<file path="src/rtl/core/lfcr_pkg.sv">
// shared types, constants and helpers for the langevin force chain block
package lfcr_pkg;

    localparam int LFCR_MAX_CHAINS = 256;
    localparam int DIV_STEPS = 17;
    localparam int SQRT_STEPS = 24;

    localparam logic [30:0] SQRT3_Q30 = 31'd1859775393;
    localparam logic [16:0] HALF_Q16 = 17'd32768;
    localparam logic [42:0] FRIC_CAP = 43'd4398046511104;
    localparam logic signed [63:0] S32_MAX = 64'sd2147483647;
    localparam logic signed [63:0] S32_MIN = -64'sd2147483648;
    localparam logic signed [47:0] S48_MAX = 48'sh7FFF_FFFF_FFFF;
    localparam logic signed [47:0] S48_MIN = 48'sh8000_0000_0000;

    typedef enum logic [1:0] {
        MODE_CLEAR  = 2'd0,
        MODE_THERMO = 2'd1,
        MODE_REMOVE = 2'd2,
        MODE_NONE   = 2'd3
    } mode_t;

    typedef enum logic [1:0] {
        STAT_OK    = 2'd0,
        STAT_RANGE = 2'd1,
        STAT_SAT   = 2'd2
    } stat_t;

    typedef enum logic [2:0] {
        CFG_GAMMA  = 3'd0,
        CFG_SCALE  = 3'd1,
        CFG_BOOST  = 3'd2,
        CFG_LENGTH = 3'd3,
        CFG_COUNT  = 3'd4,
        CFG_RECIP  = 3'd5
    } cfg_idx_t;

    typedef struct packed {
        logic [31:0] friction_gamma;
        logic [31:0] noise_scale;
        logic        heat_boost;
        logic [15:0] chain_length;
        logic [8:0]  chain_count;
        logic [31:0] chain_length_recip;
    } cfg_t;

    typedef enum logic [4:0] {
        OP_NONE, OP_LOAD, OP_CLEAR, OP_DIV, OP_READ, OP_GRAB, OP_SQRT,
        OP_BOOST, OP_SCALE, OP_FA, OP_FL, OP_FH, OP_FS, OP_NT, OP_NE, OP_UPD,
        OP_MA, OP_ML, OP_MH, OP_MQ, OP_MR, OP_WRITE, OP_OUT
    } op_t;

    typedef struct packed {
        op_t        op;
        logic [1:0] comp;
    } dp_cmd_t;

    typedef struct packed {
        mode_t mode;
        logic  chain_ok;
    } dp_stat_t;

    typedef enum logic [4:0] {
        S_IDLE, S_DECODE, S_DIV, S_CHECK, S_GRAB, S_SQRT, S_BOOST, S_SCALE,
        S_FA, S_FL, S_FH, S_FS, S_NT, S_NE, S_UPD,
        S_MA, S_ML, S_MH, S_MQ, S_MR, S_WRITE, S_OUT
    } state_t;

    function automatic logic signed [31:0] sat32(input logic signed [63:0] x);
        logic signed [31:0] r;
        if (x > S32_MAX)
            r = 32'sh7FFF_FFFF;
        else if (x < S32_MIN)
            r = 32'sh8000_0000;
        else
            r = x[31:0];
        return r;
    endfunction

    function automatic logic ovf32(input logic signed [63:0] x);
        return (x > S32_MAX) || (x < S32_MIN);
    endfunction

endpackage

</file>
<file path="src/rtl/core/lfcr_ctrl.sv">
// controller state machine sequencing the datapath
module lfcr_ctrl (
    input  logic               clk,
    input  logic               rst_n,
    input  logic               in_valid,
    output logic               in_stall,
    output logic               out_valid,
    input  logic               out_stall,
    input  lfcr_pkg::dp_stat_t stat,
    output lfcr_pkg::dp_cmd_t  cmd
);
    import lfcr_pkg::*;

    state_t     state_reg, state_next;
    logic [4:0] cnt_reg, cnt_next;
    logic [1:0] comp_reg, comp_next;
    logic       oval_reg, oval_next;

    always_ff @(posedge clk or negedge rst_n)
    begin
        if (!rst_n)
        begin
            state_reg <= S_IDLE;
            cnt_reg   <= '0;
            comp_reg  <= '0;
            oval_reg  <= 1'b0;
        end
        else
        begin
            state_reg <= state_next;
            cnt_reg   <= cnt_next;
            comp_reg  <= comp_next;
            oval_reg  <= oval_next;
        end
    end

    always_comb
    begin
        state_next = state_reg;
        cnt_next   = cnt_reg;
        comp_next  = comp_reg;
        oval_next  = oval_reg && out_stall;
        cmd.op     = OP_NONE;
        cmd.comp   = comp_reg;
        in_stall   = 1'b1;
        unique case (state_reg)
            S_IDLE:
            begin
                in_stall = 1'b0;
                if (in_valid)
                begin
                    cmd.op     = OP_LOAD;
                    state_next = S_DECODE;
                end
            end
            S_DECODE:
            begin
                cnt_next = '0;
                if (stat.mode == MODE_CLEAR)
                begin
                    cmd.op     = OP_CLEAR;
                    state_next = S_OUT;
                end
                else if (stat.mode == MODE_NONE)
                    state_next = S_OUT;
                else
                    state_next = S_DIV;
            end
            S_DIV:
            begin
                cmd.op = OP_DIV;
                if (cnt_reg == 5'(DIV_STEPS - 1))
                    state_next = S_CHECK;
                else
                    cnt_next = cnt_reg + 5'd1;
            end
            S_CHECK:
            begin
                if (!stat.chain_ok)
                    state_next = S_OUT;
                else
                begin
                    cmd.op     = OP_READ;
                    state_next = S_GRAB;
                end
            end
            S_GRAB:
            begin
                cmd.op    = OP_GRAB;
                cnt_next  = '0;
                comp_next = '0;
                state_next = (stat.mode == MODE_THERMO) ? S_SQRT : S_MA;
            end
            S_SQRT:
            begin
                cmd.op = OP_SQRT;
                if (cnt_reg == 5'(SQRT_STEPS - 1))
                    state_next = S_BOOST;
                else
                    cnt_next = cnt_reg + 5'd1;
            end
            S_BOOST:
            begin
                cmd.op     = OP_BOOST;
                state_next = S_SCALE;
            end
            S_SCALE:
            begin
                cmd.op     = OP_SCALE;
                state_next = S_FA;
            end
            S_FA:
            begin
                cmd.op     = OP_FA;
                state_next = S_FL;
            end
            S_FL:
            begin
                cmd.op     = OP_FL;
                state_next = S_FH;
            end
            S_FH:
            begin
                cmd.op     = OP_FH;
                state_next = S_FS;
            end
            S_FS:
            begin
                cmd.op     = OP_FS;
                state_next = S_NT;
            end
            S_NT:
            begin
                cmd.op     = OP_NT;
                state_next = S_NE;
            end
            S_NE:
            begin
                cmd.op     = OP_NE;
                state_next = S_UPD;
            end
            S_UPD:
            begin
                cmd.op = OP_UPD;
                if (comp_reg == 2'd2)
                    state_next = S_WRITE;
                else
                begin
                    comp_next  = comp_reg + 2'd1;
                    state_next = S_FA;
                end
            end
            S_MA:
            begin
                cmd.op     = OP_MA;
                state_next = S_ML;
            end
            S_ML:
            begin
                cmd.op     = OP_ML;
                state_next = S_MH;
            end
            S_MH:
            begin
                cmd.op     = OP_MH;
                state_next = S_MQ;
            end
            S_MQ:
            begin
                cmd.op     = OP_MQ;
                state_next = S_MR;
            end
            S_MR:
            begin
                cmd.op = OP_MR;
                if (comp_reg == 2'd2)
                    state_next = S_OUT;
                else
                begin
                    comp_next  = comp_reg + 2'd1;
                    state_next = S_MA;
                end
            end
            S_WRITE:
            begin
                cmd.op     = OP_WRITE;
                state_next = S_OUT;
            end
            S_OUT:
            begin
                if (!oval_reg || !out_stall)
                begin
                    cmd.op     = OP_OUT;
                    oval_next  = 1'b1;
                    state_next = S_IDLE;
                end
            end
            default: state_next = S_IDLE;
        endcase
    end

    assign out_valid = oval_reg;

    a_accept_busy: assert property (@(posedge clk) disable iff (!rst_n)
        in_valid && !in_stall |=> in_stall)
        else $error("input taken while a transaction is in flight");

    a_comp_range: assert property (@(posedge clk) disable iff (!rst_n)
        comp_reg != 2'd3)
        else $error("component counter out of range");

    a_write_mode: assert property (@(posedge clk) disable iff (!rst_n)
        cmd.op == OP_WRITE |-> stat.mode == MODE_THERMO && stat.chain_ok)
        else $error("accumulator write outside a valid thermostat pass");

    a_out_load: assert property (@(posedge clk) disable iff (!rst_n)
        cmd.op == OP_OUT |=> out_valid && state_reg == S_IDLE)
        else $error("result load did not raise out_valid");

endmodule

</file>
<file path="config.mk">
export PLATFORM = sky130hd
export DESIGN_NAME = lfcr_ctrl
export DESIGN_NICKNAME = d
export VERILOG_FILES = /design/src/rtl/core/lfcr_pkg.sv /design/src/rtl/core/lfcr_ctrl.sv
export SDC_FILE = /design/constraint.sdc
export NUM_CORES = 1
export LEC_CHECK = 0
export ABC_CLOCK_PERIOD_IN_PS = 4200
export BUFFER_PORTS_ARGS = -buffer_cell sky130_fd_sc_hd__buf_2
export CORE_MARGIN = 2
export CORE_UTILIZATION = 45
export CTS_CLUSTER_DIAMETER = 200
export DETAILED_ROUTE_END_ITERATION = 7
export PLACE_DENSITY = 0.67
export REMOVE_ABC_BUFFERS = 1
export SLEW_MARGIN = 20
export SYNTH_ARGS = -nofsm -noshare
export SYNTH_HDL_FRONTEND = slang
export SYNTH_SLANG_ARGS = --single-unit
</file>
<file path="constraint.sdc">
create_clock -name clk -period 4.2 [get_ports clk]
set_input_delay 0.42 -clock clk [delete_from_list [all_inputs] [get_ports clk]]
set_output_delay 0.42 -clock clk [all_outputs]
set_load 0.03 [all_outputs]
</file>
==> out/metrics.cfg, run 1 <==
[clocking]
clk_path_buf_depth = 2
cts_tree = built
insertion_delay_ns = 0.28
post-cts-setup-buffers = 0
cts_buffers = 3
clk_transition_reported_paths_ns = 0.09
cts_root_buf = clkbuf_4
cts.sinks = 13
cts.htree.levels = 1
hold_buffers = 0
cts_resized = 0

[synthesis]
synth-edff-count = 0
ys_warn_count = 0
synth-seq-area-share_pct = 26.8
synth.distinct_cells = 48
ys_ff_latch = 13
syn_inst = 156
synth_area_per_cell_um2 = 7.78
synth_area_um2 = 1210
async_flop_share_pct = 100
netlist_top_cells_count = 18 x nor2_1, 18 x o21ai_0, 13 x dfrtp_1, 11 x nand2_1, 9 x inv_1
ys_top_cells_by_area = dfrtp_1 27%, o21ai_0 7.4%, nor2_1 5.6%
yosys.area.top_type = dfrtp_1
synth_top_area_share_pct = 26.8
synth_flop_cell = dfrtp_1

[layout]
stdcell_area_um2 = 1280
nFillCells = 251
n_antenna_cell = 0
final_util_pct = 50.9
fin_cells = 192
fin_nets = 175
syn2layout_area_growth_pct = 5.88
layout.area.seq_um2 = 325
multi_input_area_um2 = 786
drive_above_1_share_pct = 14.8

[critical_path]
cp_max_fo = 24
worst_setup_path_end_kind = output port
path_class = reg -> out
cp_slowest_cell = dfrtp_1
cp_num_buf_inv = 1
worst_path_largest_cell_delay_ns = 0.86
crit_family = flip-flops
cp_cell_sequence = or2_2 > nor2_1 > nor3_1 > a21oi_1 > o22ai_1 > buf_2
cp_data_required_time_ns = 3.78
crit_path_start_kind = register
reg2reg_slack_ns = 1.81
crit_arrival_ns = 2.08

[placement]
gp_congestion = 0.944
dp.final_hpwl_um = 2100
place_inst = 188
portBuffers = 15
place_area_um2 = 1260

[routing]
ant_nets = 0
vias_per_cell = 6.01
drt_wl_total_um = 2830
wl_per_cell_um = 14.7
drtIter0Drc = 63
dr.pass1.iters = 5
vias = 1154
post-route-drc-count = 0

[worst_hold_path]
hp-class = in -> async

[timing]
drv_slew = 0
setup_tns_ns = 0
fmax_ghz = 0.400
worst_pin_slew_ns = 0.785
setup_viol_count_final = 0
skew_ns = 0.00964
rsz0062_at_grt = no
hold_viol_final = 0
period_share_pct = 59.6
relSlewSlack_pct = 47.7
fin_hold_ws_ns = 0.0116
finalCriticalPeriod_ns = 2.50

[global_route]
grt_pass1_wl_um = 4930
busiest_layer = met2
grt_start_max_net_pins = 29
grt_use_total_pct = 19.3
met2_usage_pct = 29.3
grtUsageMet3_pct = 5.12
antenna_found_initial = 0
grt_overflow = 0
use_met1_pct = 28.1
first_global_vias = 1074

[run]
maxCapViolCount = 0

[floorplan]
die_area_um2 = 3130
start_util_pct = 48.1
coreArea_um2 = 2520
pin_count = 16
row_count = 18
die_w_um = 55.9
die_y_um = 55.9

[run_status]
outcome = completed

[power]
ir_drop_mv = 0.488
p_per_area_nw_per_um2 = 826
p_leak_nw = 0.532

==> metal layers <==
layer,wire (µm),vias to the layer above
met4,0,0
met2,1340,31
met5,0,-
met3,147,0
met1,1340,545
li1,-,578
==> path summary, 6_finish.rpt <==
| kind | cells past startpoint | startpoint | end |
|---|---|---|---|
| hold reg to reg | 1 | comp_reg[0]$_DFFE_PN0P_ | comp_reg[0]$_DFFE_PN0P_ |
| min in group clk | 3 | out_stall | out_valid$_DFF_PN0_ |
| setup reg to reg | 5 | state_reg[1]$_DFFE_PN0P_ | cnt_reg[3]$_DFFE_PN0P_ |
| max in group asynchronous | 1 | rst_n | comp_reg[1]$_DFFE_PN0P_ |
| setup / recovery | 6 | state_reg[3]$_DFFE_PN0P_ | cmd[3] |
| hold / removal | 1 | rst_n | state_reg[1]$_DFFE_PN0P_ |
==> cell type report <==
cell class	count	area share (%)
repair buffers	15	5.84
well taps	30	2.92
flip-flops and latches	13	25.3
clock buffers	3	1.75
multi-input cells	121	61.1
clock inverters	1	0.389
inverters	9	2.63
==> where the power goes <==
group	internal [W]	total (W)	switching (W)
Sequential	0.000174	0.000336	0.000162
Combinational	0.000274	0.000648	0.000374
Clock	0.0000353	0.0000772	0.0000419
Total	0.000484	0.00106	0.000578
==> placed cells by master, fill, tap and decap left out, types with 3 or more instances in the layout <==
master | Yosys | routed
clkbuf_4 | 0 | 3
o21ai_0 | 18 | 18
o211ai_1 | 3 | 3
nand2b_1 | 5 | 5
a31oi_1 | 3 | 3
inv_1 | 9 | 9
ha_1 | 5 | 5
nor3_1 | 4 | 4
dfrtp_1 | 13 | 13
nor2_1 | 18 | 18
nand3_1 | 3 | 3
nor2b_1 | 4 | 4
buf_2 | 1 | 15
a21oi_1 | 7 | 7
nand2_1 | 11 | 11
==> kinds of logic (layout without fill, tap and decap cells) <==
group	count (synthesis)	in the layout	share of synthesized area, %
compound gates	52	52	31.1
mux	1	1	0.928
flops	13	13	26.8
buf+inv	22	28	8.45
xor+xnor	3	3	2.17
simple gates	60	60	25.4
fa+ha+maj	5	5	5.15
==> stage by stage <==
step | total power, W | setup slack (ns)
CTS | 0.00106 | 1.71
finish | 0.00106 | 1.70
global route | 0.00116 | 1.51
global placement | 0.000966 | 1.93
detailed placement | 0.000984 | 1.84
floorplan | 0.000811 | 2.00
Note: power is estimated with default switching activity, not from simulation.
==> run 2: changes to the inputs <==
--- a/config.mk
+++ b/config.mk
@@ -5,13 +5,13 @@
 export SDC_FILE = /design/constraint.sdc
 export NUM_CORES = 1
 export LEC_CHECK = 0
-export ABC_CLOCK_PERIOD_IN_PS = 4200
+export ABC_CLOCK_PERIOD_IN_PS = 2200
 export BUFFER_PORTS_ARGS = -buffer_cell sky130_fd_sc_hd__buf_2
 export CORE_MARGIN = 2
 export CORE_UTILIZATION = 45
 export CTS_CLUSTER_DIAMETER = 200
 export DETAILED_ROUTE_END_ITERATION = 7
-export PLACE_DENSITY = 0.67
+export PLACE_DENSITY = 0.69
 export REMOVE_ABC_BUFFERS = 1
 export SLEW_MARGIN = 20
 export SYNTH_ARGS = -nofsm -noshare
==> constraint.sdc (replaced) <==
create_clock -name clk -period 2.2 [get_ports clk]
set_input_delay 0.22 -clock clk [delete_from_list [all_inputs] [get_ports clk]]
set_output_delay 0.22 -clock clk [all_outputs]
set_load 0.03 [all_outputs]
==> run 2 against run 1 <==
Effect of this change: sequential share of layout area is 1.2 points lower; worst setup slack worse by 1.5 ns; via count is 5.7% higher; first-iteration DRC count is 17% lower; core utilization is 3.0 points higher; clock skew is 0.0089 ns lower.
==> out/metrics.cfg, run 2 (synthesized netlist as in run 1, its figures left out) <==
[power]
swShare_pct = 52.4
p_comb_share_pct = 71.0
clockPowerShare_pct = 6.7
seqPwrFrac_pct = 22.3
ir_drop_mv = 0.942
intPower_w = 0.00103
p_sw_w = 0.00114
p_per_area_nw_per_um2 = 1590
p_leak_nw = 0.571

[placement]
place_inst = 195
pre_cts_ws_ns = 0.187
portBuffers = 15
place_area_um2 = 1320
dp.final_hpwl_um = 2200
gp_congestion = 0.897

[critical_path]
crit_arrival_ns = 2.20
cp_max_fo = 8
r2r_cells = 5
path_class = reg -> reg
r2r-start = state_reg[4]$_DFFE_PN0P_
worst_setup_path_end_kind = register
startpoint = state_reg[4]$_DFFE_PN0P_
crit_path_start_kind = register
cp_data_required_time_ns = 2.36

[routing]
vias = 1220
ant_nets = 0
drtIter0Drc = 52
dr.pass1.iters = 4
vias_per_cell = 6.10
wl_per_cell_um = 14.6
drt_wl_total_um = 2920
post-route-drc-count = 0

[timing]
setup_viol_count_final = 0
rsz0062_at_grt = no
drv_slew = 0
worst_pin_slew_ns = 0.442
relSlewSlack_pct = 70.4
setup_tns_ns = 0
fmax_ghz = 0.490
skew_ns = 0.000738
hold_viol_final = 0
finalCriticalPeriod_ns = 2.04
period_share_pct = 92.8
fin_ws_ns = 0.158

[run]
maxCapViolCount = 0

[clocking]
cts.sinks = 13
cts_buffers = 3
cts_root_buf = clkbuf_4
cts_tree = built
insertion_delay_ns = 0.27
cts.htree.levels = 1
post-cts-setup-buffers = 0
clk_path_buf_depth = 2
clk_transition_reported_paths_ns = 0.08

[floorplan]
start_util_pct = 48.1
row_count = 18
die_w_um = 55.9
pin_count = 16
die_y_um = 55.9
coreArea_um2 = 2520
die_area_um2 = 3130

[global_route]
grt_pass1_wl_um = 5240
grt_use_total_pct = 20.8
grt_start_max_net_pins = 28
antenna_found_initial = 0
first_global_vias = 1154
grt_overflow = 0

[layout]
stdcell_area_um2 = 1360
fin_cells = 200
fin_nets = 183
n_antenna_cell = 0
syn2layout_area_growth_pct = 12.2
final_cell_mix = 18 x nor2_1, 18 x o21ai_0, 15 x buf_2, 11 x nand2_1, 11 x dfrtp_1
drive_above_1_share_pct = 18.8

[worst_hold_path]
hp-class = in -> reg
holdCritStartpoint = out_stall
hold_depth = 3

[run_status]
outcome = completed

==> run 2: cell count changes in the layout (fill, tap and decap cells not counted), sizes merged <==
cell	change
clkbuf	+1
clkinv	-1
buf	+7
dlygate4sd3	+1
==> run 2: power by group through the flow <==
stage | combinational, W | sequential (W) | clock [W]
floorplan | 0.000964 | 0.000584 | 0
global placement | 0.00149 | 0.000477 | 0
detailed placement | 0.00152 | 0.000483 | 0
CTS | 0.00153 | 0.000478 | 0.000153
global route | 0.00171 | 0.000506 | 0.000162
finish | 0.00154 | 0.000484 | 0.000146
==> run 2: critical path, cell delays in order, from the launching register on <==
cell       delay, ns
dfrtp_1         0.45
or2_1           0.39
o2bb2ai_4       0.18
a2111oi_4       0.44
nand4_1         0.15
mux2_1          0.32
==> run 2: cell type report <==
| cell class | count | area (µm²) |
|---|---|---|
| clock buffer | 4 | 26.3 |
| fill | 251 | 1160 |
| timing repair buffer | 23 | 150 |
| sequential | 13 | 328 |
| multi-input combinational | 121 | 786 |
| tap | 30 | 37.5 |
| inverter | 9 | 33.8 |
==> run 2: routing by layer <==
layer	wire [µm]	vias to the layer above	track usage, %
met5	0	-	0
met4	42	0	6.12
met3	160	6	5.35
met2	1400	38	32.0
met1	1310	578	28.7
li1	-	598	-
==> run 2: timing repair <==
item,in CTS,in global routing
resized for setup,0,2
hold buffers,1,0
hold endpoints to repair,13,0
setup endpoints to repair,0,2
==> run 2: worst paths after layout <==
path	to	slack (ns)
worst max-delay path	cnt_reg[3]$_DFFE_PN0P_	0.16
worst min-delay path	out_valid$_DFF_PN0_	0.26
worst max register to register	cnt_reg[3]$_DFFE_PN0P_	0.16
worst min register to register	comp_reg[0]$_DFFE_PN0P_	0.52
max in group asynchronous	state_reg[0]$_DFFE_PN0P_	1.59
min in group asynchronous	state_reg[3]$_DFFE_PN0P_	0.36
==> run 2: per-stage QoR <==
| step | power, W | util, % | hold slack (ns) |
|---|---|---|---|
| after floorplan | 0.00155 | - | -0.0756 |
| after global placement | 0.00196 | 52.4 | 0.121 |
| after detailed placement | 0.00200 | 52.4 | 0.126 |
| after CTS | 0.00216 | 53.9 | 0.254 |
| after global routing | 0.00238 | 54.0 | 0.282 |
| final | 0.00217 | 54.0 | 0.256 |
