`src/rtl/core/lfcr_pkg.sv`:
```
// shared types, constants and helpers for the langevin force chain block
package lfcr_pkg;

    localparam int LFCR_MAX_CHAINS = 256;
    localparam int DIV_STEPS = 17;
    localparam int SQRT_STEPS = 24;

    localparam logic [30:0] SQRT3_Q30 = 31'd1859775393;
    localparam logic [16:0] HALF_Q16 = 17'd32768;
    localparam logic [42:0] FRIC_CAP = 43'd4398046511104;
    localparam logic signed [63:0] S32_MAX = 64'sd2147483647;
    localparam logic signed [63:0] S32_MIN = -64'sd2147483648;
    localparam logic signed [47:0] S48_MAX = 48'sh7FFF_FFFF_FFFF;
    localparam logic signed [47:0] S48_MIN = 48'sh8000_0000_0000;

    typedef enum logic [1:0] {
        MODE_CLEAR  = 2'd0,
        MODE_THERMO = 2'd1,
        MODE_REMOVE = 2'd2,
        MODE_NONE   = 2'd3
    } mode_t;

    typedef enum logic [1:0] {
        STAT_OK    = 2'd0,
        STAT_RANGE = 2'd1,
        STAT_SAT   = 2'd2
    } stat_t;

    typedef enum logic [2:0] {
        CFG_GAMMA  = 3'd0,
        CFG_SCALE  = 3'd1,
        CFG_BOOST  = 3'd2,
        CFG_LENGTH = 3'd3,
        CFG_COUNT  = 3'd4,
        CFG_RECIP  = 3'd5
    } cfg_idx_t;

    typedef struct packed {
        logic [31:0] friction_gamma;
        logic [31:0] noise_scale;
        logic        heat_boost;
        logic [15:0] chain_length;
        logic [8:0]  chain_count;
        logic [31:0] chain_length_recip;
    } cfg_t;

    typedef enum logic [4:0] {
        OP_NONE, OP_LOAD, OP_CLEAR, OP_DIV, OP_READ, OP_GRAB, OP_SQRT,
        OP_BOOST, OP_SCALE, OP_FA, OP_FL, OP_FH, OP_FS, OP_NT, OP_NE, OP_UPD,
        OP_MA, OP_ML, OP_MH, OP_MQ, OP_MR, OP_WRITE, OP_OUT
    } op_t;

    typedef struct packed {
        op_t        op;
        logic [1:0] comp;
    } dp_cmd_t;

    typedef struct packed {
        mode_t mode;
        logic  chain_ok;
    } dp_stat_t;

    typedef enum logic [4:0] {
        S_IDLE, S_DECODE, S_DIV, S_CHECK, S_GRAB, S_SQRT, S_BOOST, S_SCALE,
        S_FA, S_FL, S_FH, S_FS, S_NT, S_NE, S_UPD,
        S_MA, S_ML, S_MH, S_MQ, S_MR, S_WRITE, S_OUT
    } state_t;

    function automatic logic signed [31:0] sat32(input logic signed [63:0] x);
        logic signed [31:0] r;
        if (x > S32_MAX)
            r = 32'sh7FFF_FFFF;
        else if (x < S32_MIN)
            r = 32'sh8000_0000;
        else
            r = x[31:0];
        return r;
    endfunction

    function automatic logic ovf32(input logic signed [63:0] x);
        return (x > S32_MAX) || (x < S32_MIN);
    endfunction

endpackage

```
`src/rtl/core/lfcr_cfg.sv`:
```
// configuration register bank
module lfcr_cfg (
    input  logic           clk,
    input  logic           rst_n,
    input  logic           cfg_valid,
    output logic           cfg_ready,
    input  logic [2:0]     cfg_index,
    input  logic [31:0]    cfg_data,
    output lfcr_pkg::cfg_t cfg
);
    import lfcr_pkg::*;

    cfg_t cfg_reg;

    assign cfg_ready = 1'b1;
    assign cfg = cfg_reg;

    always_ff @(posedge clk or negedge rst_n)
    begin
        if (!rst_n)
        begin
            cfg_reg.friction_gamma     <= '0;
            cfg_reg.noise_scale        <= '0;
            cfg_reg.heat_boost         <= 1'b0;
            cfg_reg.chain_length       <= 16'd1;
            cfg_reg.chain_count        <= 9'd1;
            cfg_reg.chain_length_recip <= 32'hFFFF_FFFF;
        end
        else if (cfg_valid && cfg_ready)
        begin
            unique case (cfg_idx_t'(cfg_index))
                CFG_GAMMA:  cfg_reg.friction_gamma     <= cfg_data;
                CFG_SCALE:  cfg_reg.noise_scale        <= cfg_data;
                CFG_BOOST:  cfg_reg.heat_boost         <= cfg_data[0];
                CFG_LENGTH: cfg_reg.chain_length       <= cfg_data[15:0];
                CFG_COUNT:  cfg_reg.chain_count        <= cfg_data[8:0];
                CFG_RECIP:  cfg_reg.chain_length_recip <= cfg_data;
                default:    ;
            endcase
        end
    end

endmodule

```
`config.mk`:
```
export PLATFORM = sky130hd
export DESIGN_NAME = lfcr_cfg
export DESIGN_NICKNAME = d
export VERILOG_FILES = /design/src/rtl/core/lfcr_pkg.sv /design/src/rtl/core/lfcr_cfg.sv
export SDC_FILE = /design/constraint.sdc
export NUM_CORES = 1
export LEC_CHECK = 0
export ABC_AREA = 1
export ABC_CLOCK_PERIOD_IN_PS = 800
export BUFFER_PORTS_ARGS = -buffer_cell sky130_fd_sc_hd__buf_2
export CAP_MARGIN = 20
export CELL_PAD_IN_SITES_DETAIL_PLACEMENT = 0
export CELL_PAD_IN_SITES_GLOBAL_PLACEMENT = 1
export CORE_MARGIN = 3
export CORE_UTILIZATION = 37
export DETAILED_ROUTE_END_ITERATION = 10
export GPL_ROUTABILITY_DRIVEN = 1
export MAX_ROUTING_LAYER = met4
export PLACE_DENSITY = 0.87
export SLEW_MARGIN = 20
export SYNTH_ARGS = -nofsm -noshare
export SYNTH_HDL_FRONTEND = slang
export SYNTH_SLANG_ARGS = --single-unit
```
`constraint.sdc`:
```
create_clock -name clk -period 0.8 [get_ports clk]
set_clock_uncertainty 0.05 [all_clocks]
set_input_delay 0 -clock clk [delete_from_list [all_inputs] [get_ports clk]]
set_output_delay 0 -clock clk [all_outputs]
set_load 0.02 [all_outputs]
```
==> summary.txt, run 1 <==
Outcome
  – Outcome: finished with violations
  – Failing checks: hold timing, setup timing

Synth
  – Seq/Total Area, Yosys: around 64%
  – Synthesized area: between 4000 and 5000 µm²
  – Syn_nets: 579
  – Avg Inst Size Synth: between 8 and 9 µm²
  – Top cell type by total area after synthesis: dfrtp_1
  – Post-Syn Instances: around 540
  – #FFs+latches synth: roughly 120
  – Synth top area cells: dfrtp_1 (46%), nand2_1 (23%), dfstp_2 (18%)
  – Total of warnings raised by yosys: 0
  – Post-synth cell types: 13
  – Area fraction of the dominant cell type after synthesis: 45.5%

Worst setup path
  – CP endpoint kind: output pin
  – Worst r2r src: cfg[105]$_DFFE_PN0P_
  – CP peak stage delay: 0.57 ns
  – Worst path required time: about 0.75 ns
  – Critical Path AT: approximately 1.1 ns
  – Worst Reg-to-Reg Cells: 4
  – Flop-to-flop setup slack: -0.12 ns
  – CP delay by family, top: flip-flops
  – Slowest-stage cell, CP: dfstp_2
  – Worst flop-to-flop path endpoint: cfg[105]$_DFFE_PN0P_
  – Worst path bufs/invs: 1
  – CP Cell Sequence: buf_6
  – Worst Setup Start Kind: flop
  – Crit-path max FO: 2
  – Crit path kind: flop to output pin

Global route
  – Largest net degree at the start of global routing: between 40 and 50
  – Number of global-route vias before repair: just under 5000
  – GRT Resource Usage Total: between 20% and 30%
  – Grt ovf: 0
  – Initial antenna violation count: 0
  – Global-route wire length before repair: 25300 µm

Clock tree
  – H-tree level count: 4
  – TritonCTS buffer count: 17
  – CTS clk-pin slew, worst paths: roughly 0.050 ns
  – CTS sink cnt: roughly 120
  – CTS Root Cell: clkbuf_16
  – CTS Hold Bufs: 34
  – CTS tree: built
  – Maximum buffer depth of the clock tree: 2
  – Skew-Pair Late Insertion Delay: around 0.4 ns

Drt
  – DR iter-0 viols: 352
  – Drt drc: 0
  – WL/cell: roughly 17 µm
  – First-pass detailed-route iteration total: 5
  – Vias/cell: approximately 4.9
  – Routed Antenna Nets: 0
  – Via count: 4800
  – Routed WL: 16700 µm

Floorplan
  – Die ar.: between 10000 and 15000 µm²
  – Ports: roughly 160
  – Initial Util: roughly two fifths
  – Row cnt: 41
  – Core footprint: 12700 µm²
  – Die X: 120 µm
  – Die height: between 100 and 150 µm

Final layout
  – Synth-to-layout area growth: 72.4%
  – Fill count: just over 900
  – Final #Nets: roughly 840
  – Inserted Diodes: 0
  – Share of cells above drive strength 1: 43.8%
  – Max reg flops: around 120

Placement
  – DP HPWL: about 10000 µm
  – GPL Wtd Cong: around 0.84
  – Port bufs: about 160
  – Setup WS pre-CTS: -0.203 ns

Power
  – Switch share: a little under a third
  – Pwr dens: around 2800 nW/µm²
  – Design Power: ~23 mW
  – VDD IR-drop max: approximately 1.2 mV
  – Clock network power share: between 30% and 40%
  – Seq pwr share: between 30% and 40%
  – Cell internal pwr: approximately 16 mW
  – Leak Pwr: about 4.3 nW
  – Combinational Power Share: between 30% and 40%
  – NetSw: 7.41 mW

STA
  – Final setup violation count: 140
  – Final critical-path required period: ~1.2 ns
  – RSZ-0062 raised after global routing: true
  – Hold Fails Final Rpt: 1
  – Hold Slack: -0.0657 ns
  – Fmax: 0.862 GHz
  – Final WS setup: -0.360 ns
  – Max Slew Vio Count: 0
  – Final worst-path cycle share: 145%

Worst hold path
  – WHS Path Cells: 4
  – Hold Path End: cfg[57]$_DFFE_PN0P_
  – Hold wc startpoint: cfg_index[0]
  – Worst hold path class: input pin to flop

Flow run
  – Max_cap viols: 0
-- cells by family after synthesis --
group | after synthesis | share of synthesized area, %
other | 1 | 0.0775
AND/OR/NAND/NOR | 382 | 32.2
buffers and inverters | 36 | 3.73
flip-flops | 122 | 64.0
-- worst max path at each step --
stage	from	end	slack (ns)	cells after the start
6_report	cfg[15]$_DFFE_PN1P_	cfg[15]	-0.36	1
5_1_grt	cfg[15]$_DFFE_PN1P_	cfg[15]	-0.38	1
4_1_cts	cfg[15]$_DFFE_PN1P_	cfg[15]	-0.36	1
3_5_place_dp	cfg_index[2]	cfg[79]$_DFFE_PN0P_	-0.20	5
3_3_place_gp	cfg_index[2]	cfg[89]$_DFFE_PN0P_	-0.13	5
2_1_floorplan	cfg[10]$_DFFE_PN1P_	cfg[10]$_DFFE_PN1P_	0.006	2
-- cell type report --
class                   instances  area [µm²]  area share, %
well taps                     172         215           2.58
clock buffers                  18         439           5.27
repair buffers                270        2710           32.5
flip-flops and latches        122        3100           37.1
inverters                       6        22.5          0.270
multi-input cells             383        1700           20.4
clock inverters                14         149           1.79
-- per-stage QoR --
| step | area (µm²) | cells | utilization, % | TNS [ns] |
|---|---|---|---|---|
| CTS | 7970 | 968 | 62.6 | -39.99 |
| detailed placement | 6000 | 865 | 47.1 | -14.67 |
| global placement | 6000 | 865 | 47.1 | -12.40 |
| finish | 8340 | 985 | 65.5 | -29.94 |
| floorplan | 4840 | 541 | - | 0 |
| global route | 8340 | 985 | 65.5 | -34.43 |
-- routing by layer --
layer | global-route usage [%] | wire, µm | up-vias
li1 | - | - | 2200
met1 | 27.7 | 6560 | 2331
met2 | 37.9 | 8400 | 230
met3 | 5.66 | 1270 | 39
met4 | 10.5 | 433 | 0
met5 | - | 0 | -
-- tightest hold or removal path, stage by stage --
cell and delay (ns):
buf_2 0.15, nor2_1 0.07, nand3_1 0.08, nand2_1 0.05
-- power by group through the flow --
stage,clock network (mW),logic [mW],registers (mW)
floorplan,0,1.10,9.73
global placement,0,4.47,8.29
detailed placement,0,4.55,8.31
CTS,7.65,6.55,8.51
global route,7.98,7.72,8.71
finish,7.58,7.26,8.60
-- cell usage after synthesis (all sizes together) --
library cell	n
nor2	6
buf	30
dfstp	34
conb	1
nand2	302
inv	6
dfrtp	88
nand3	74
-- cells in the final DEF, fill, tap and decap left out --
cell type | Yosys | routed
buf_2 | 27 | 36
nor2_1 | 2 | 1
dlygate4sd3_1 | 0 | 33
buf_6 | 0 | 151
clkbuf_8 | 0 | 1
clkinv_4 | 0 | 4
inv_2 | 2 | 2
buf_12 | 0 | 10
clkinv_2 | 0 | 3
inv_1 | 4 | 4
nand2_1 | 300 | 256
nor2_2 | 1 | 1
conb_1 | 1 | 1
nand2_2 | 2 | 41
clkinvlp_4 | 0 | 4
bufinv_16 | 0 | 2
buf_4 | 3 | 40
clkbuf_16 | 0 | 17
dfrtp_1 | 88 | 88
nand3_1 | 74 | 74
nand2_4 | 0 | 5
inv_6 | 0 | 1
nor2_4 | 3 | 4
dfstp_2 | 34 | 34
-- what timing repair did --
action,4_1_cts,5_1_grt
endpoints found under the setup margin,122,191
hold endpoints to repair,244,1
buffers inserted,37,28
resized for setup,245,77
pin swaps,1,28
Note: power is estimated with default switching activity, not from simulation.
==> run 2, diff against run 1 <==
--- a/config.mk
+++ b/config.mk
@@ -15,7 +15,6 @@
 export CORE_UTILIZATION = 37
 export DETAILED_ROUTE_END_ITERATION = 10
 export GPL_ROUTABILITY_DRIVEN = 1
-export MAX_ROUTING_LAYER = met4
 export PLACE_DENSITY = 0.87
 export SLEW_MARGIN = 20
 export SYNTH_ARGS = -nofsm -noshare
==> run 2 against run 1 <==
The run still ends with hold timing, setup timing left. Core utilization did not move. Largest cell class unchanged. Critical path type unchanged. Non-clock buffer count unchanged. Sequential cell count did not move. Clock power about the same. Total power is essentially flat. Sequential power hardly changed. Count of clock-buffer cells in the layout unchanged. Largest power group unchanged. Worst setup slack worse by 0.0037 ns. Fmax is 0.32% lower. Highest routed layer unchanged.
==> summary.txt, run 2 (same netlist as run 1, synthesis figures left out) <==
Power
  – Leak Pwr: 4.33 nW (unchanged)
  – Clock network power share: 32.3% (about the same)
  – Cell internal pwr: 16.0 mW (about the same)
  – VDD IR-drop max: 1.21 mV (-0.18%)
  – Combinational Power Share: 30.9% (about the same)
  – NetSw: 7.40 mW (-0.15%)
  – Switch share: 31.6% (-0.034 points)
  – Pwr dens: 2810 nW/µm² (about the same)
  – Design Power: 23.4 mW (about the same)
  – Seq pwr share: 36.7% (about the same)

Clock tree
  – CTS sink cnt: 122 (unchanged)
  – Skew-Pair Late Insertion Delay: 0.41 ns (about the same)
  – CTS tree: built
  – TritonCTS buffer count: 17 (unchanged)
  – Maximum buffer depth of the clock tree: 2 (unchanged)
  – H-tree level count: 4 (unchanged)
  – CTS Root Cell: clkbuf_16
  – CTS clk-pin slew, worst paths: 0.05 ns (about the same)
  – CTS Hold Bufs: 34 (unchanged)

Final layout
  – Final #Nets: 838 (unchanged)
  – Commonest non-fill, non-tap cell in the layout: nand2_1
  – Max reg flops: 122 (unchanged)
  – Commonest non-fill, non-tap cells in the layout: nand2_1 (256), buf_6 (151), dfrtp_1 (88)
  – Fin cells: 985 (unchanged)
  – Inserted Diodes: 0 (unchanged)
  – Fill count: 922 (unchanged)
  – Share of cells above drive strength 1: 43.8% (unchanged)
  – Synth-to-layout area growth: 72.4% (unchanged)

Placement
  – Port bufs: 159 (unchanged)
  – Placed Cells: 865 (unchanged)
  – GPL Wtd Cong: 0.826 (-1.5%)
  – DP HPWL: 9720 µm (unchanged)

Drt
  – Via count: 4765 (-0.73%)
  – Drt drc: 0 (unchanged)
  – Routed Antenna Nets: 0 (unchanged)
  – First-pass detailed-route iteration total: 5 (unchanged)
  – WL/cell: 16.9 µm (-0.36%)
  – Routed WL: 16600 µm (-0.36%)
  – Vias/cell: 4.84 (-0.73%)
  – DR iter-0 viols: 330 (-6.3%)

Worst setup path
  – Crit path kind: flop to output pin
  – Slowest-stage cell, CP: dfstp_2
  – Worst path bufs/invs: 1 (unchanged)
  – Critical Path AT: 1.11 ns (about the same)
  – CP peak stage delay: 0.57 ns (about the same)
  – CP Cell Sequence: buf_6
  – Worst path required time: 0.75 ns (about the same)
  – CP delay by family, top: flip-flops
  – CP endpoint kind: output pin
  – Crit-path max FO: 2 (unchanged)
  – Worst Setup Start Kind: flop

Global route
  – Met3 GRT Util: 6.08% (+0.42 points)
  – GRT Resource Usage Total: 22.6% (-0.67 points)
  – Grt ovf: 0 (unchanged)
  – Number of global-route vias before repair: 4897 (-0.082%)
  – GR Util met1: 27.2% (-0.43 points)
  – Largest net degree at the start of global routing: 49 (unchanged)
  – Top Usage Layer GRT: met2
  – Global-route wire length before repair: 25300 µm (about the same)
  – M2 GR Usage: 38.0% (+0.070 points)
  – Initial antenna violation count: 0 (unchanged)

Floorplan
  – Die ar.: 14500 µm² (unchanged)
  – Row cnt: 41 (unchanged)
  – Initial Util: 38.0% (unchanged)
  – Core footprint: 12700 µm² (unchanged)
  – Ports: 161 (unchanged)
  – Die height: 120 µm (unchanged)
  – Die X: 120 µm (unchanged)

STA
  – Hold Fails Final Rpt: 1 (unchanged)
  – Final worst-path cycle share: 145% (+0.47 points)
  – Final critical-path required period: 1.16 ns (+0.00374 ns)
  – Max Slew Vio Count: 0 (unchanged)
  – RSZ-0062 raised after global routing: true
  – Hold Slack: -0.0636 ns (+0.00205 ns)
  – Final WS setup: -0.363 ns (-0.00374 ns)
  – Final setup violation count: 140 (unchanged)
  – Fmax: 0.860 GHz (-0.32%)

Outcome
  – Outcome: finished with violations
  – Failing checks: hold timing, setup timing

Worst hold path
  – Worst hold path class: input pin to flop

Flow run
  – Max_cap viols: 0 (unchanged)
## run 2: cell counts in the layout (fill, tap and decap cells not counted)
No cell type changed its count.
## run 2: metal layers
layer  vias to the layer above  share of wire, %
li1                       2203                 -
met4                         0               2.8
met1                      2291                39
met3                        41               7.7
met5                         -                 0
met2                       230                50
## run 2: final timing paths
| check | from | endpoint | slack (ns) | depth (start not counted) |
|---|---|---|---|---|
| max | cfg[15]$_DFFE_PN1P_ | cfg[15] | -0.36 | 1 |
| min | cfg_index[0] | cfg[57]$_DFFE_PN0P_ | -0.06 | 4 |
| max reg2reg | cfg[112]$_DFFE_PN0P_ | cfg[112]$_DFFE_PN0P_ | -0.12 | 4 |
| min reg2reg | cfg[11]$_DFFE_PN1P_ | cfg[11]$_DFFE_PN1P_ | 0.42 | 2 |
| max in group asynchronous | rst_n | cfg[3]$_DFFE_PN1P_ | 0.28 | 3 |
| min in group asynchronous | rst_n | cfg[76]$_DFFE_PN0P_ | 0.08 | 3 |
## run 2: cell type report
| type | instances | area [µm²] | share of cell area (%) |
|---|---|---|---|
| clock buffers | 18 | 439 | 5.27 |
| clock inverters | 14 | 149 | 1.79 |
| inverters | 6 | 22.5 | 0.270 |
| multi-input cells | 383 | 1700 | 20.4 |
| flip-flops and latches | 122 | 3100 | 37.1 |
| well taps | 172 | 215 | 2.58 |
| repair buffers | 270 | 2710 | 32.5 |
## run 2: per-stage QoR
stage                     worst slack [ns]  setup TNS [ns]  instance area [µm²]  utilization (%)
after global routing                -0.385          -34.43                 8340             65.5
after detailed placement            -0.203          -14.67                 6000             47.1
final                               -0.363          -29.64                 8340             65.5
after floorplan                    0.00610               0                 4840                -
after global placement              -0.131          -12.40                 6000             47.1
after CTS                           -0.356          -39.99                 7970             62.6
## run 2: power groups by stage
stage | Clock, mW | Sequential (mW) | Combinational [mW]
final | 7.57 | 8.61 | 7.25
after global routing | 7.98 | 8.71 | 7.72
after CTS | 7.65 | 8.51 | 6.55
after detailed placement | 0 | 8.31 | 4.55
after global placement | 0 | 8.29 | 4.47
after floorplan | 0 | 9.73 | 1.10
## run 2: repair_timing
action	4_1_cts	5_1_grt
gates resized for setup	245	77
pin swaps	1	28
endpoints found under the hold margin	244	1
buffers inserted	37	28
setup endpoints to repair	122	191
gates cloned	0	0
==> run 3, diff against run 2 <==
--- a/config.mk
+++ b/config.mk
@@ -9,13 +9,13 @@
 export ABC_CLOCK_PERIOD_IN_PS = 800
 export BUFFER_PORTS_ARGS = -buffer_cell sky130_fd_sc_hd__buf_2
 export CAP_MARGIN = 20
-export CELL_PAD_IN_SITES_DETAIL_PLACEMENT = 0
-export CELL_PAD_IN_SITES_GLOBAL_PLACEMENT = 1
+export CELL_PAD_IN_SITES_DETAIL_PLACEMENT = 1
+export CELL_PAD_IN_SITES_GLOBAL_PLACEMENT = 2
 export CORE_MARGIN = 3
-export CORE_UTILIZATION = 37
+export CORE_UTILIZATION = 29
 export DETAILED_ROUTE_END_ITERATION = 10
 export GPL_ROUTABILITY_DRIVEN = 1
-export PLACE_DENSITY = 0.87
+export PLACE_DENSITY = 0.86
 export SLEW_MARGIN = 20
 export SYNTH_ARGS = -nofsm -noshare
 export SYNTH_HDL_FRONTEND = slang
==> run 3 against run 2 <==
The run still ends with hold timing, setup timing left. Cell area rose by 2.0%. Combinational power increased by 3.4%. Hold slack better by 0.032 ns. Worst setup slack improved by 0.012 ns. Sequential share of layout area decreased by 0.74 points. Count of clock-buffer cells in the layout grew 2. Critical path depth did not move. Wire length grew 20%. Sequential power grew 0.7%. Sequential cell count unchanged. Non-clock buffer count rose by 7. Critical path type unchanged. Largest power group unchanged.
==> summary.txt, run 3 (same netlist as run 1, synthesis figures left out) <==
Worst hold path
  – Worst hold path class: input pin to flop

Final layout
  – Commonest non-fill, non-tap cell in the layout: nand2_1
  – Synth-to-layout area growth: 75.9%
  – Max reg flops: 122 (unchanged)
  – Final #Nets: 845 (+0.84%)
  – Fill count: 1811 (+96%)
  – Fin cells: 1037 (+5.3%)
  – Share of cells above drive strength 1: 45.6% (+1.8 points)
  – Design Area, Final: 8510 µm² (+2.0%)
  – Final core occ: 52.8% (-13 points)
  – Commonest non-fill, non-tap cells in the layout: nand2_1 (244), buf_6 (157), dfrtp_1 (88)

STA
  – Hold Fails Final Rpt: 8 (+7)
  – Setup TNS: -29.95 ns (-0.319 ns)
  – Final worst-path cycle share: 144% (-1.4 points)
  – Fmax: 0.868 GHz (+1.0%)
  – Final setup violation count: 152 (+8.6%)
  – Hold Slack: -0.0315 ns (+0.0321 ns)
  – Max Slew Vio Count: 0 (unchanged)
  – Final WS setup: -0.352 ns (+0.0116 ns)
  – Final critical-path required period: 1.15 ns (-0.0116 ns)
  – RSZ-0062 raised after global routing: true

Global route
  – Global-route wire length before repair: 29600 µm (+17%)
  – Largest net degree at the start of global routing: 40 (-18%)
  – Grt ovf: 0 (unchanged)
  – Initial antenna violation count: 1 (+1)
  – GRT Resource Usage Total: 21.3% (-1.4 points)
  – Number of global-route vias before repair: 5410 (+10%)

Floorplan
  – Die height: 135 µm (+12%)
  – Row cnt: 46 (+12%)
  – Die X: 135 µm (+12%)
  – Core footprint: 16100 µm² (+27%)
  – Ports: 161 (unchanged)
  – Initial Util: 30.0% (-8.0 points)
  – Die ar.: 18300 µm² (+26%)

Clock tree
  – CTS clk-pin slew, worst paths: 0.06 ns (about the same)
  – CTS Hold Bufs: 34 (unchanged)
  – Maximum buffer depth of the clock tree: 2 (unchanged)
  – CTS Root Cell: clkbuf_16
  – TritonCTS buffer count: 17 (unchanged)
  – CTS sink cnt: 122 (unchanged)
  – H-tree level count: 4 (unchanged)
  – Skew-Pair Late Insertion Delay: 0.41 ns (about the same)
  – CTS tree: built

Worst setup path
  – Worst path required time: 0.75 ns (about the same)
  – CP Cell Sequence: buf_6
  – CP peak stage delay: 0.56 ns (about the same)
  – Slowest-stage cell, CP: dfstp_2
  – CP endpoint kind: output pin
  – Worst Setup Start Kind: flop
  – Critical Path AT: 1.10 ns (about the same)
  – Flop-to-flop setup slack: -0.11 ns (about the same)
  – Worst path bufs/invs: 1 (unchanged)
  – CP delay by family, top: flip-flops
  – Crit path kind: flop to output pin
  – Crit-path max FO: 2 (unchanged)

Placement
  – GPL Wtd Cong: 0.795 (-3.8%)
  – Post-DP Area: 6040 µm² (+0.71%)
  – Port bufs: 159 (unchanged)
  – Setup WS pre-CTS: -0.178 ns (+0.0250 ns)
  – Placed Cells: 914 (+5.7%)
  – DP HPWL: 11700 µm (+21%)

Outcome
  – Outcome: finished with violations
  – Failing checks: hold timing, setup timing

Power
  – VDD IR-drop max: 1.63 mV (+35%)
  – Combinational Power Share: 30.6% (-0.3 points)
  – NetSw: 7.54 mW (+1.9%)
  – Switch share: 30.7% (-0.90 points)
  – Cell internal pwr: 17.0 mW (+6.2%)
  – Pwr dens: 2890 nW/µm² (+2.7%)
  – Clock network power share: 34.2% (+1.9 points)
  – Leak Pwr: 4.38 nW (+1.1%)
  – Design Power: 24.6 mW (+4.8%)
  – Seq pwr share: 35.3% (-1.4 points)

Drt
  – Via count: 4903 (+2.9%)
  – Routed WL: 19900 µm (+20%)
  – WL/cell: 19.2 µm (+14%)
  – DR iter-0 viols: 185 (-44%)
  – Routed Antenna Nets: 0 (unchanged)
  – Vias/cell: 4.73 (-2.3%)
  – First-pass detailed-route iteration total: 4 (-1)
  – Drt drc: 0 (unchanged)

Flow run
  – Max_cap viols: 0 (unchanged)
## run 3: path summary, 6_finish.rpt
kind / endpoint / from / cells past startpoint
worst max-delay path: cfg[19] / cfg[19]$_DFFE_PN1P_ / 1
worst min-delay path: cfg[57]$_DFFE_PN0P_ / cfg_index[0] / 4
worst max register to register: cfg[106]$_DFFE_PN0P_ / cfg[106]$_DFFE_PN0P_ / 4
worst min register to register: cfg[32]$_DFFE_PN1P_ / cfg[32]$_DFFE_PN1P_ / 2
max in group asynchronous: cfg[28]$_DFFE_PN1P_ / rst_n / 3
min in group asynchronous: cfg[87]$_DFFE_PN0P_ / rst_n / 2
## run 3: layout make-up
cell class | count | area, µm² | share of cell area [%]
flip-flops and latches | 122 | 3100 | 36.4
well taps | 216 | 270 | 3.18
inverters | 6 | 22.5 | 0.265
diodes | 1 | 2.50 | 0.0294
repair buffers | 277 | 2740 | 32.2
clock buffers | 20 | 447 | 5.25
multi-input cells | 383 | 1740 | 20.4
clock inverters | 12 | 196 | 2.31
## run 3: worst reg2reg max path, stage by stage, from the launching register on
cell and delay, ns:
dfrtp_1 0.39, buf_4 0.14, buf_4 0.12, nand2_1 0.05, nand2_1 0.05
## run 3: power groups by stage
stage | registers [mW] | logic [mW] | clock network [mW]
2_1_floorplan | 9.73 | 1.10 | 0
3_3_place_gp | 8.31 | 4.50 | 0
3_5_place_dp | 8.34 | 4.66 | 0
4_1_cts | 8.52 | 6.72 | 8.53
5_1_grt | 8.78 | 8.01 | 8.83
6_report | 8.67 | 7.50 | 8.39
## run 3: metal layers
metal	GRT usage (%)	vias up	wire [µm]
li1	-	2215	-
met5	0	-	7
met2	37.6	164	10500
met4	7.73	2	637
met3	6.84	47	1230
met1	24.0	2475	7530
## run 3: timing repair
item,4_1_cts,5_1_grt
gates cloned,0,0
resized for setup,245,96
setup buffers,40,31
setup endpoints to repair,122,178
hold endpoints to repair,244,8
pin swaps,6,37
